[config.mk]
export PLATFORM = sky130hd
export DESIGN_NAME = seven_segment_frame_sequencer
export DESIGN_NICKNAME = d
export VERILOG_FILES = /design/src/sv/ssfs_pkg.sv /design/src/sv/seven_segment_frame_sequencer.sv
export VERILOG_INCLUDE_DIRS = /design/src /design/src/sv
export SDC_FILE = /design/constraint.sdc
export NUM_CORES = 1
export LEC_CHECK = 0
export BUFFER_PORTS_ARGS = -buffer_cell sky130_fd_sc_hd__buf_2
export CAP_MARGIN = 25
export CORE_MARGIN = 1
export CORE_UTILIZATION = 45
export DETAILED_ROUTE_END_ITERATION = 8
export PLACE_DENSITY_LB_ADDON = 0.3
export SETUP_SLACK_MARGIN = 0.3
export SLEW_MARGIN = 20
export SYNTH_ARGS = -nofsm -noshare
export SYNTH_HDL_FRONTEND = slang
export SYNTH_SLANG_ARGS = --single-unit
[constraint.sdc]
create_clock -name clk -period 2.6 [get_ports clk]
set_input_delay 0.52 -clock clk [delete_from_list [all_inputs] [get_ports clk]]
set_output_delay 0.52 -clock clk [all_outputs]
set_load 0.005 [all_outputs]
[src/sv/seven_segment_frame_sequencer_assert.svh]
// Assertion macros for the seven-segment frame sequencer.
`ifndef SEVEN_SEGMENT_FRAME_SEQUENCER_ASSERT_SVH
`define SEVEN_SEGMENT_FRAME_SEQUENCER_ASSERT_SVH

`ifndef SYNTHESIS

// Same-cycle implication, checked at every rising edge outside reset.
`define SSFS_ASSERT_NOW(lbl, clk, rst, ante, cons) \
  lbl: assert property (@(posedge clk) disable iff (rst) (ante) |-> (cons)) \
    else $error("frame sequencer check failed");

// Next-cycle implication, checked at every rising edge outside reset.
`define SSFS_ASSERT_NEXT(lbl, clk, rst, ante, cons) \
  lbl: assert property (@(posedge clk) disable iff (rst) (ante) |=> (cons)) \
    else $error("frame sequencer check failed");

`else

`define SSFS_ASSERT_NOW(lbl, clk, rst, ante, cons)
`define SSFS_ASSERT_NEXT(lbl, clk, rst, ante, cons)

`endif

`endif

[src/sv/ssfs_pkg.sv]
// Shared types, codes, constants and the control store of the frame sequencer.
package ssfs_pkg;

  localparam int DIGIT_COUNT_DEFAULT = 4;

  localparam int STEP_W      = 3;
  localparam int CFG_INDEX_W = 3;
  localparam int SRC_W       = 3;

  // Request modes.
  localparam logic [2:0] MODE_ALL     = 3'd0;
  localparam logic [2:0] MODE_ONE     = 3'd1;
  localparam logic [2:0] MODE_REFRESH = 3'd2;
  localparam logic [2:0] MODE_CLEAR   = 3'd3;
  localparam logic [2:0] MODE_SET     = 3'd4;
  localparam logic [2:0] MODE_REMOVE  = 3'd5;

  // Register indexes of the configuration port.
  localparam logic [CFG_INDEX_W-1:0] REG_BRIGHTNESS = 3'd0;
  localparam logic [CFG_INDEX_W-1:0] REG_START_ADDR = 3'd1;
  localparam logic [CFG_INDEX_W-1:0] REG_POINT      = 3'd2;
  localparam logic [CFG_INDEX_W-1:0] REG_AUTO_CMD   = 3'd3;
  localparam logic [CFG_INDEX_W-1:0] REG_FIXED_CMD  = 3'd4;

  // Fixed bytes of the driver protocol.
  localparam logic [7:0] CTRL_BASE = 8'h88;
  localparam logic [7:0] ADDR_BASE = 8'hC0;
  localparam logic [7:0] POINT_ADD = 8'h80;

  // Byte sources selected by a control word.
  localparam logic [SRC_W-1:0] SRC_AUTO  = 3'd0;
  localparam logic [SRC_W-1:0] SRC_ADDR  = 3'd1;
  localparam logic [SRC_W-1:0] SRC_DATA  = 3'd2;
  localparam logic [SRC_W-1:0] SRC_CTRL  = 3'd3;
  localparam logic [SRC_W-1:0] SRC_FIXED = 3'd4;
  localparam logic [SRC_W-1:0] SRC_INDEX = 3'd5;

  // Program entry points.
  localparam logic [STEP_W-1:0] ENTRY_ALL = 3'd0;
  localparam logic [STEP_W-1:0] ENTRY_ONE = 3'd4;

  typedef struct packed {
    logic [SRC_W-1:0]  src;
    logic              start;        // start condition before the byte
    logic              stop;         // stop condition after the byte
    logic              stop_at_last; // stop only after the last digit
    logic              loop_digits;  // repeat this step once per digit
    logic              last;         // final word of the request
    logic [STEP_W-1:0] next;
  } uop_t;

  // Control store. Both programs end in the shared display control step.
  function automatic uop_t uop_rom(input logic [STEP_W-1:0] step);
    uop_t u;
    u = '0;
    case (step)
      3'd0: begin
        u.src = SRC_AUTO;  u.start = 1'b1; u.stop = 1'b1; u.next = 3'd1;
      end
      3'd1: begin
        u.src = SRC_ADDR;  u.start = 1'b1; u.next = 3'd2;
      end
      3'd2: begin
        u.src = SRC_DATA;  u.stop_at_last = 1'b1; u.loop_digits = 1'b1; u.next = 3'd3;
      end
      3'd3: begin
        u.src = SRC_CTRL;  u.start = 1'b1; u.stop = 1'b1; u.last = 1'b1; u.next = ENTRY_ALL;
      end
      3'd4: begin
        u.src = SRC_FIXED; u.start = 1'b1; u.stop = 1'b1; u.next = 3'd5;
      end
      3'd5: begin
        u.src = SRC_INDEX; u.start = 1'b1; u.next = 3'd6;
      end
      3'd6: begin
        u.src = SRC_DATA;  u.stop = 1'b1; u.next = 3'd3;
      end
      default: begin
        u.src = SRC_CTRL;  u.start = 1'b1; u.stop = 1'b1; u.last = 1'b1; u.next = ENTRY_ALL;
      end
    endcase
    return u;
  endfunction

endpackage

[src/sv/seven_segment_frame_sequencer.sv]
// Seven-segment frame sequencer: digit store, microcoded byte sequencer, output register.

// The sequencer keeps one segment byte per digit and turns each request into the
// byte words that a two-wire LED driver expects, one word per clock on the output
// channel while it is not stalled. A whole-display request (write all, refresh,
// clear) produces DIGIT_COUNT + 3 words: the auto-increment command, the start
// address, one data byte per digit and the display control byte 0x88 plus
// brightness. A single-digit request (write one, set mask bits, remove mask bits)
// produces four words: the fixed-address command, the digit address, the data byte
// and the display control byte. Each word carries flags for the start and stop
// conditions around it and marks the last word of its request. Requests with an
// unused mode, and single-digit requests with a digit index at or beyond
// DIGIT_COUNT, are taken and dropped without any output. The next request is taken
// in the same cycle the last word enters the output register. The pace is set by
// the single output register, which the microcoded sequencer fills once per cycle
// unless the output is stalled. Configuration writes are always accepted and take
// effect the cycle after the write; they are meant to happen only while no request
// is in flight.

`include "seven_segment_frame_sequencer_assert.svh"

module seven_segment_frame_sequencer
  import ssfs_pkg::*;
#(
  parameter int DIGIT_COUNT = DIGIT_COUNT_DEFAULT
) (
  input  logic                   clk,
  input  logic                   rst,
  // Request channel.
  input  logic                   in_valid,
  output logic                   in_stall,
  input  logic [2:0]             mode,
  input  logic [1:0]             digit_index,
  input  logic [7:0]             seg0,
  input  logic [7:0]             seg1,
  input  logic [7:0]             seg2,
  input  logic [7:0]             seg3,
  // Frame word channel.
  output logic                   out_valid,
  input  logic                   out_stall,
  output logic [7:0]             wire_byte,
  output logic                   start_before,
  output logic                   stop_after,
  output logic                   last_of_run,
  // Configuration write channel.
  input  logic                   cfg_valid,
  output logic                   cfg_ready,
  input  logic [CFG_INDEX_W-1:0] cfg_index,
  input  logic [7:0]             cfg_data
);

  // Width of the digit counter; it never holds DIGIT_COUNT itself.
  localparam int DIG_W = (DIGIT_COUNT > 1) ? $clog2(DIGIT_COUNT) : 1;
  localparam logic [DIG_W-1:0] LAST_DIGIT = DIG_W'(DIGIT_COUNT - 1);

  // Configuration registers.
  logic [2:0] brightness_level;
  logic [7:0] start_address_command;
  logic       decimal_point_on;
  logic [7:0] auto_increment_command;
  logic [7:0] fixed_address_command;

  // Digit store and sequencer state.
  logic [7:0]        digits [DIGIT_COUNT];
  logic              running;
  logic [STEP_W-1:0] pc;
  logic [DIG_W-1:0]  dcnt;

  uop_t       uop;
  logic       step_go;
  logic       at_last_digit;
  logic       in_accept;
  logic       index_ok;
  logic       mode_all_kind;
  logic       mode_one_kind;
  logic [7:0] data_byte;
  logic [7:0] byte_sel;

  // The configuration port never pushes back.
  assign cfg_ready = 1'b1;

  always_ff @(posedge clk) begin
    if (rst) begin
      brightness_level       <= 3'd7;
      start_address_command  <= ADDR_BASE;
      decimal_point_on       <= 1'b0;
      auto_increment_command <= 8'h40;
      fixed_address_command  <= 8'h44;
    end else if (cfg_valid && cfg_ready) begin
      case (cfg_index)
        REG_BRIGHTNESS: brightness_level       <= cfg_data[2:0];
        REG_START_ADDR: start_address_command  <= cfg_data;
        REG_POINT:      decimal_point_on       <= cfg_data[0];
        REG_AUTO_CMD:   auto_increment_command <= cfg_data;
        REG_FIXED_CMD:  fixed_address_command  <= cfg_data;
        default: ;
      endcase
    end
  end

  // Current control word. While running, a step fires whenever the output register
  // is free or its word is being taken in this cycle.
  assign uop           = uop_rom(pc);
  assign step_go       = running && (!out_valid || !out_stall);
  assign at_last_digit = (dcnt == LAST_DIGIT);

  // A new request is taken while idle, or in the cycle the final word enters the output register.
  assign in_stall  = running && !(step_go && uop.last);
  assign in_accept = in_valid && !in_stall;

  assign index_ok      = (32'(digit_index) < DIGIT_COUNT);
  assign mode_all_kind = (mode == MODE_ALL) || (mode == MODE_REFRESH) || (mode == MODE_CLEAR);
  assign mode_one_kind = ((mode == MODE_ONE) || (mode == MODE_SET) || (mode == MODE_REMOVE))
                         && index_ok;

  // The point adds 0x80, wrapping at eight bits.
  assign data_byte = digits[dcnt] + (decimal_point_on ? POINT_ADD : 8'h00);

  always_comb begin
    case (uop.src)
      SRC_AUTO:  byte_sel = auto_increment_command;
      SRC_ADDR:  byte_sel = start_address_command;
      SRC_DATA:  byte_sel = data_byte;
      SRC_CTRL:  byte_sel = CTRL_BASE + {5'd0, brightness_level};
      SRC_FIXED: byte_sel = fixed_address_command;
      SRC_INDEX: byte_sel = ADDR_BASE | 8'(dcnt);
      default:   byte_sel = CTRL_BASE + {5'd0, brightness_level};
    endcase
  end

  // Digit store. Updates happen at request acceptance, before any byte is sent.
  always_ff @(posedge clk) begin
    if (rst) begin
      for (int i = 0; i < DIGIT_COUNT; i++) begin
        digits[i] <= 8'h00;
      end
    end else if (in_accept) begin
      for (int i = 0; i < DIGIT_COUNT; i++) begin
        case (mode)
          MODE_ALL: begin
            case (i)
              0:       digits[i] <= seg0;
              1:       digits[i] <= seg1;
              2:       digits[i] <= seg2;
              3:       digits[i] <= seg3;
              default: digits[i] <= 8'h00;
            endcase
          end
          MODE_CLEAR: digits[i] <= 8'h00;
          MODE_ONE: begin
            if (i == int'(digit_index)) begin
              digits[i] <= seg0;
            end
          end
          MODE_SET: begin
            if (i == int'(digit_index)) begin
              digits[i] <= digits[i] | seg0;
            end
          end
          MODE_REMOVE: begin
            if (i == int'(digit_index)) begin
              digits[i] <= digits[i] & ~seg0;
            end
          end
          default: ;
        endcase
      end
    end
  end

  // Sequencer: step counter, digit counter and jumps taken from the control word.
  always_ff @(posedge clk) begin
    if (rst) begin
      running <= 1'b0;
      pc      <= ENTRY_ALL;
      dcnt    <= '0;
    end else begin
      if (step_go) begin
        if (uop.last) begin
          running <= 1'b0;
        end else if (uop.loop_digits && !at_last_digit) begin
          dcnt <= dcnt + 1'b1;
        end else begin
          pc <= uop.next;
        end
      end
      // A request taken in the final cycle of the previous one overrides it.
      if (in_accept) begin
        if (mode_all_kind) begin
          running <= 1'b1;
          pc      <= ENTRY_ALL;
          dcnt    <= '0;
        end else if (mode_one_kind) begin
          running <= 1'b1;
          pc      <= ENTRY_ONE;
          dcnt    <= DIG_W'(digit_index);
        end
      end
    end
  end

  // Output register.
  always_ff @(posedge clk) begin
    if (rst) begin
      out_valid <= 1'b0;
    end else if (step_go) begin
      out_valid <= 1'b1;
    end else if (!out_stall) begin
      out_valid <= 1'b0;
    end
  end

  always_ff @(posedge clk) begin
    if (step_go) begin
      wire_byte    <= byte_sel;
      start_before <= uop.start;
      stop_after   <= uop.stop || (uop.stop_at_last && at_last_digit);
      last_of_run  <= uop.last;
    end
  end

  // A whole-display request always starts the sequencer.
  `SSFS_ASSERT_NEXT(a_all_starts, clk, rst, in_accept && mode_all_kind, running && pc == ENTRY_ALL)

  // The last word of a request always closes with a stop condition.
  `SSFS_ASSERT_NOW(a_last_has_stop, clk, rst, out_valid && last_of_run, stop_after)

  // The digit counter never walks past the last stored digit.
  `SSFS_ASSERT_NOW(a_dcnt_range, clk, rst, running, dcnt <= LAST_DIGIT)

endmodule
# Yosys cells after proc, flatten, opt, wreduce, memory -nomap -nowiden

Memory sizes are Yosys's and may differ from the RTL's. A register that Yosys moved wholly into a read port is not among the register bits.
Cells that the tools add are included.

$add $sub $neg: 3
Multipliers: 0
Div/mod/pow operators: 0
Magnitude comparators: 0
Equal/unequal tests: 23
Shift-type cells: 0
Multiplexer cells: 110
Bitwise gates (word level): 29
Reduce and logical (&&, ||, !) cells: 30

Operators by type and width:

| operator                                                         | number |
|---|---|
| 8-bit 2-to-1 mux                                                 | 21 |
| 1-bit 2-to-1 mux                                                 | 72 |
| 8-bit one-hot mux with 5 select lines                            | 1 |
| 8-bit bitwise AND                                                | 4 |
| 8-bit bitwise OR                                                 | 4 |
| 3-bit one-hot mux with 5 select lines                            | 2 |
| 3-bit == test (second input constant)                            | 8 |
| 1-bit bitwise OR                                                 | 20 |
| 3-bit by 2-bit == test with 1-bit output (second input constant) | 6 |
| 3-bit 2-to-1 mux                                                 | 6 |
| 2-bit 2-to-1 mux                                                 | 8 |
| 3-bit by 1-bit == test with 1-bit output (second input constant) | 4 |
| 3-bit logical NOT                                                | 4 |
| 2-bit AND reduction                                              | 5 |
| 8-bit by 3-bit adder with 8-bit output (first input constant)    | 1 |
| 8-bit adder                                                      | 1 |
| 8-bit inverter                                                   | 1 |
| 1-bit logical AND                                                | 6 |
| 1-bit logical OR                                                 | 6 |
| 6-bit OR reduction                                               | 1 |
| 1-bit logical NOT                                                | 5 |
| 2-bit == test (first input constant)                             | 2 |
| 3-bit OR reduction                                               | 1 |
| 2-bit by 1-bit adder with 2-bit output (second input constant)   | 1 |
| 5 further kinds                                                  | 5 |

Bits in registers: 46
Bits in latches: 0
RAM bits: 32
ROM bits: 0
Input port bits: 53
Output and inout bits: 14
Logic and storage cells: 209
Memories: 1

Memories:

| name   | words | width | rd ports | clocked after memory_dff | write ports | RTL line                            | source |
|---|---|---|---|---|---|---|---|
| digits | 4     | 8     | 5        | 1                        | 4           | seven_segment_frame_sequencer.sv:64 | `logic [7:0] digits [DIGIT_COUNT];` |

# Longest topological paths before layout

Gate-level depths: netlist of run 1.

Depth after elaboration: 16
Mapped depth: 9
Mapped depth without buffers: 6

# Least setup slack after synthesis of run 1

No wires, ideal clock.

Kind: input -> register
Start: input mode[0]
End: memory digits[2][0] (enable)
Setup time: 0.334 ns
Arrival: 1.577 ns
Data required time: 2.266 ns
Slack: 0.688 ns
Stages: 6
Path buffers: 1
Cells stage by stage: buf_2 inv_2 nor2_1 nor3_2 o21ai_2 nand2b_1

RTL lines:

| element         | RTL line                            | source |
|---|---|---|
| start, declared | seven_segment_frame_sequencer.sv:32 | `input logic [2:0] mode,` |
| end, declared   | seven_segment_frame_sequencer.sv:64 |  |

==> results of run 1 <==
==> critical path, cell delays in order (launching register included) <==
cell and delay [ns]:
dfxtp_1 0.41, and2_4 0.22, a21o_4 0.25, inv_4 0.25, buf_2 0.17
==> cell families after synthesis <==
group                      after synthesis
AOI/OAI and AO/OA                      153
xor gates and xnor gates                 2
adders and majority gates                1
buffers and inverters                   35
DFF                                     78
muxes                                   30
other                                    1
and+or+nand+nor                        166
==> worst paths after layout <==
path,from,endpoint,slack (ns),cells past startpoint
hold reg to reg,auto_increment_command[7],auto_increment_command[7],0.46,2
hold / removal,cfg_data[6],start_address_command[6],0.40,2
setup / recovery,pc[0],in_stall,0.43,4
setup reg to reg,pc[0],digits[1][1],0.55,6
==> stage by stage <==
step	utilization	power (mW)	hold WS (ns)	cells	instance area (um^2)
after floorplan	-	1.67	0.432	466	4490
after global placement	0.504	1.81	0.441	646	4900
after detailed placement	0.504	1.81	0.450	646	4900
after CTS	0.523	2.71	0.390	662	5090
after global routing	0.523	2.82	0.388	662	5090
final	0.523	2.71	0.400	662	5090
==> layout by cell type, fill, tap and decap left out, types with 5 or more instances in the layout <==
master,Yosys,final
mux2i_1,20,20
nand2_1,69,69
nor3_1,11,11
dfxtp_1,35,35
mux4_2,9,9
inv_6,0,5
a221oi_1,14,14
clkbuf_8,0,9
and3_1,5,5
a21oi_1,58,58
edfxtp_1,43,43
a211o_1,5,5
nor2_1,27,27
inv_1,7,7
buf_4,2,8
buf_2,7,65
o21ai_0,25,25
a22oi_1,20,20
nand3_1,5,5
nor2b_1,12,12
o21a_1,7,7
nand2b_1,9,9
==> state kept, by name (all words and copies together) (netlist names) <==
register                cells
out_valid                   1
stop_after                  1
auto_increment_command      8
running                     1
wire_byte                   8
pc                          3
start_before                1
decimal_point_on            1
last_of_run                 1
dcnt                        2
brightness_level            3
start_address_command       8
fixed_address_command       8
digits                     32
==> power groups by stage <==
stage	Sequential, mW	Combinational, mW	Clock (mW)
global placement	1.44	0.371	0
floorplan	1.41	0.260	0
global route	1.42	0.421	0.978
finish	1.41	0.384	0.917
detailed placement	1.44	0.378	0
CTS	1.41	0.380	0.923
==> per-layer routing <==
metal / wire length, um / part of all wire
met1: 5540 / 0.46
met4: 114 / 0.0095
met2: 5570 / 0.46
met5: 0 / 0
met3: 806 / 0.067
==> final cells by class <==
type,instances,share of cell area
Multi-Input combinational cell,353,0.456
Inverter,9,0.00713
Timing Repair Buffer,73,0.0757
Tap cell,133,0.0327
Clock inverter,7,0.0130
Clock buffer,9,0.0243
Sequential cell,78,0.391
==> impl_metrics.ini, run 1 <==
[place]
pre_cts_ws_ns = 0.303
port-buffer-count = 65
globalplace.congestion = 0.894
place_hpwl_um = 8940

[status]
status = complete, no violations

[sta]
rsz0062_at_grt = false
relSlewSlack = 0.523
period_needed_ns = 2.17
report.final.setup_viol = 0
fin_setup_tns_ns = 0
skew_ns = 0.00879
worst_slack_ns = 0.427
min_period_over_period = 0.836
hold_viol = 0
max_freq_ghz = 0.460
worst_pin_slew_ns = 0.714
maxSlewViolCount = 0

[global_routing]
grtUsageMet3 = 0.0499
grtUsageMet1 = 0.344
use_met2 = 0.385
grt_overflow_total = 0
grt_pass1_vias = 3621
top_usage_layer = met2
track_usage = 0.242
grt_pass1_wl_um = 19000
grt_max_degree = 38
antenna_found_initial = 0

[die]
dieArea_um2 = 10400
die_h_um = 102
row_count = 36
start_util = 0.461
core_area_um2 = 9730
dieWidth_um = 102
ios = 67

[yosys]
synth.top_cells.by_count = nand2_1 (69), a21oi_1 (58), edfxtp_1 (43)
synth_top_family_by_area = compound AO/OA/AOI/OAI gates
synthArstFlopShare = 0
syn_nets = 520
ys.flop_type = edfxtp_1
synth_most_common_cell = nand2_1
ys_warn_count = 0
synthMuxAreaShare = 0.0923
synthCells = 466
synth-edff-count = 43
syn_avg_cell_area_um2 = 9.63
yosysTopAreaCell = edfxtp_1
synthSimpleGateAreaFrac = 0.195
synth-xor-area-share = 0.00390
yosys.area_share.adder = 0.00279
synth-seq-area-share = 0.444
synth.area.top_cells = edfxtp_1 (29%), dfxtp_1 (16%), a21oi_1 (6.5%), nand2_1 (5.8%), mux4_2 (4.5%)
synth-seq-cells = 78
synth_cell_type_count = 60
synth_top_area_frac = 0.288
synth_area_um2 = 4490
synth_compound_area_frac = 0.222

[cts]
cts-resized-gates = 0
cts_buffer_depth = 2
tritoncts = built
h-tree-depth = 3
numCtsBuffers = 9
hold_buffers = 0
clkTransAtPathRegs_ns = 0.10
cts_sinks = 78
clk_latency_ns = 0.36
cts-root-buf = clkbuf_8
post_cts_buffers = 0

[pwr]
p_sw_frac = 0.303
p_per_area_nw_per_um2 = 533
p_sw_mw = 0.820
p_leak_nw = 1.92
p_seq_frac = 0.520
vdd_ir_drop_max_mv = 0.346
p_int_mw = 1.89
pwr-share-clk = 0.338
combinationalPowerShare = 0.142

[setup_path]
path_class = flop to output pin
cp.arrival_ns = 1.65
worstPathMaxFanout = 11
cp-start-kind = flop
worst_setup_path_end_kind = output pin
required_ns = 2.08

[route]
wl_um = 12000
route.detailed.drc = 0
drt-pass1-iter-count = 6
drt_iter0_drc = 311
ant_nets = 0
wl_per_cell_um = 18.2
via_per_inst = 5.96
vias = 3947

[finish]
diodes = 0
multi_input_area_um2 = 2320
register_area_um2 = 1990
nets = 578
fillers = 964
synthToLayoutAreaGrowth_pct = 13.5
layout-drive-gt1-share = 0.233

[min_path]
hold_class = primary input to flop

[job]
drv_cap = 0
Note: power is estimated with default switching activity, not from simulation.
==> inputs of run 2 (changes only) <==
==> constraint.sdc (replaced) <==
create_clock -name clk -period 2.1 [get_ports clk]
set_input_delay 0.42 -clock clk [delete_from_list [all_inputs] [get_ports clk]]
set_output_delay 0.42 -clock clk [all_outputs]
set_load 0.005 [all_outputs]
==> impl_metrics.ini, run 2 (synthesis results as in run 1) <==
[status]
status = complete, no violations

[place]
place_hpwl_um = 8900
place_inst = 653
port-buffer-count = 65
globalplace.congestion = 0.951

[sta]
max_freq_ghz = 0.553
period_needed_ns = 1.81
min_period_over_period = 0.861
relSlewSlack = 0.565
skew_ns = 0.00775
hold_viol = 0
report.final.setup_viol = 0
rsz0062_at_grt = true
maxSlewViolCount = 0
worst_pin_slew_ns = 0.652

[setup_path]
r2r_start = pc[0]
path_class = flop to output pin
r2r_slack_ns = 0.34
startpoint = pc[0]
required_ns = 1.68
worst_setup_path_end_kind = output pin
cp-start-kind = flop
worstPathMaxFanout = 11
r2r_cells = 5
r2r_end = digits[2][6]
cp.arrival_ns = 1.39

[finish]
nets = 588
fillers = 909
instances_no_fill = 672
top_register = digits
largest_reg_flops = 32
final_common_cell = nand2_1
diodes = 0
layout-drive-gt1-share = 0.256
mostFrequentLayoutCells = nand2_1 (68), buf_2 (65), a21oi_1 (58)
synthToLayoutAreaGrowth_pct = 15.4

[route]
drt_iter0_drc = 288
wl_um = 12000
wl_per_cell_um = 17.9
ant_nets = 0
drt-pass1-iter-count = 5
via_per_inst = 5.95
route.detailed.drc = 0
vias = 3998

[cts]
cts_sinks = 78
clkTransAtPathRegs_ns = 0.08
hold_buffers = 0
h-tree-depth = 3
cts_buffer_depth = 2
tritoncts = built
numCtsBuffers = 9
clk_latency_ns = 0.36
cts-root-buf = clkbuf_8

[global_routing]
track_usage = 0.242
grt_max_degree = 39
grt_pass1_vias = 3573
grt_pass1_wl_um = 18800
grt_overflow_total = 0
antenna_found_initial = 0

[pwr]
p_total_mw = 3.27
vdd_ir_drop_max_mv = 0.266
p_leak_nw = 1.96
p_per_area_nw_per_um2 = 631

[die]
start_util = 0.461
ios = 67
row_count = 36
dieWidth_um = 102
die_h_um = 102
core_area_um2 = 9730
dieArea_um2 = 10400

[min_path]
hold_start = cfg_data[6]
min_to = start_address_command[6]
whs_path_depth = 2
hold_class = primary input to flop

[job]
drv_cap = 0
## run 2: cell count changes in the layout (fill, tap and decap cells not counted), sizes merged
cell / previous run / this run
inv: 16 / 11
buf: 73 / 83
clkinv: 0 / 5
## run 2: what timing repair did
| action | in CTS | in global routing |
|---|---|---|
| pin swaps | 0 | 0 |
| setup buffers | 0 | 3 |
| resized for setup | 4 | 4 |
| endpoints found under the setup margin | 13 | 28 |
## run 2: metal layers
layer	global-route usage	vias to the layer above	routed length, um
li1	-	1883	-
met1	0.369	1877	5650
met2	0.342	216	5160
met3	0.0390	22	982
met4	0.0912	0	227
met5	0	-	0
## run 2: metrics by stage
step           hold slack, ns  setup slack (ns)  setup TNS, ns  utilization  cell area (um^2)
2_1_floorplan           0.432             0.305              0            -              4490
3_3_place_gp            0.441           -0.0391         -0.310        0.510              4960
3_5_place_dp            0.447            0.0275              0        0.510              4960
5_1_grt                 0.281             0.245              0        0.533              5180
4_1_cts                 0.282             0.271              0        0.529              5140
6_report                0.293             0.291              0        0.533              5180
## run 2: power by group
part	switching (mW)	internal, mW
sequential	0.0517	1.69
combinational	0.303	0.203
clock	0.593	0.432
## run 2: area by class of cell
class / count / area, um^2 / area share
inverter: 9 / 46.3 / 0.00894
tap: 133 / 166 / 0.0321
sequential: 78 / 1990 / 0.385
multi-input combinational: 353 / 2340 / 0.452
clock buffer: 9 / 124 / 0.0239
clock inverter: 7 / 48.8 / 0.00942
timing repair buffer: 83 / 460 / 0.0889
## run 2: worst max-delay path by stage
stage                              end  slack (ns)
after floorplan           digits[1][0]        0.31
after global placement    digits[3][3]       -0.04
after detailed placement  digits[3][0]        0.03
after CTS                     in_stall        0.27
after global routing          in_stall        0.25
final                         in_stall        0.29
## run 2: critical path, stage by stage, from the launching register on
cell     delay, ns
dfxtp_1       0.33
and2_4        0.17
a21o_4        0.27
inv_12        0.13
buf_2         0.13
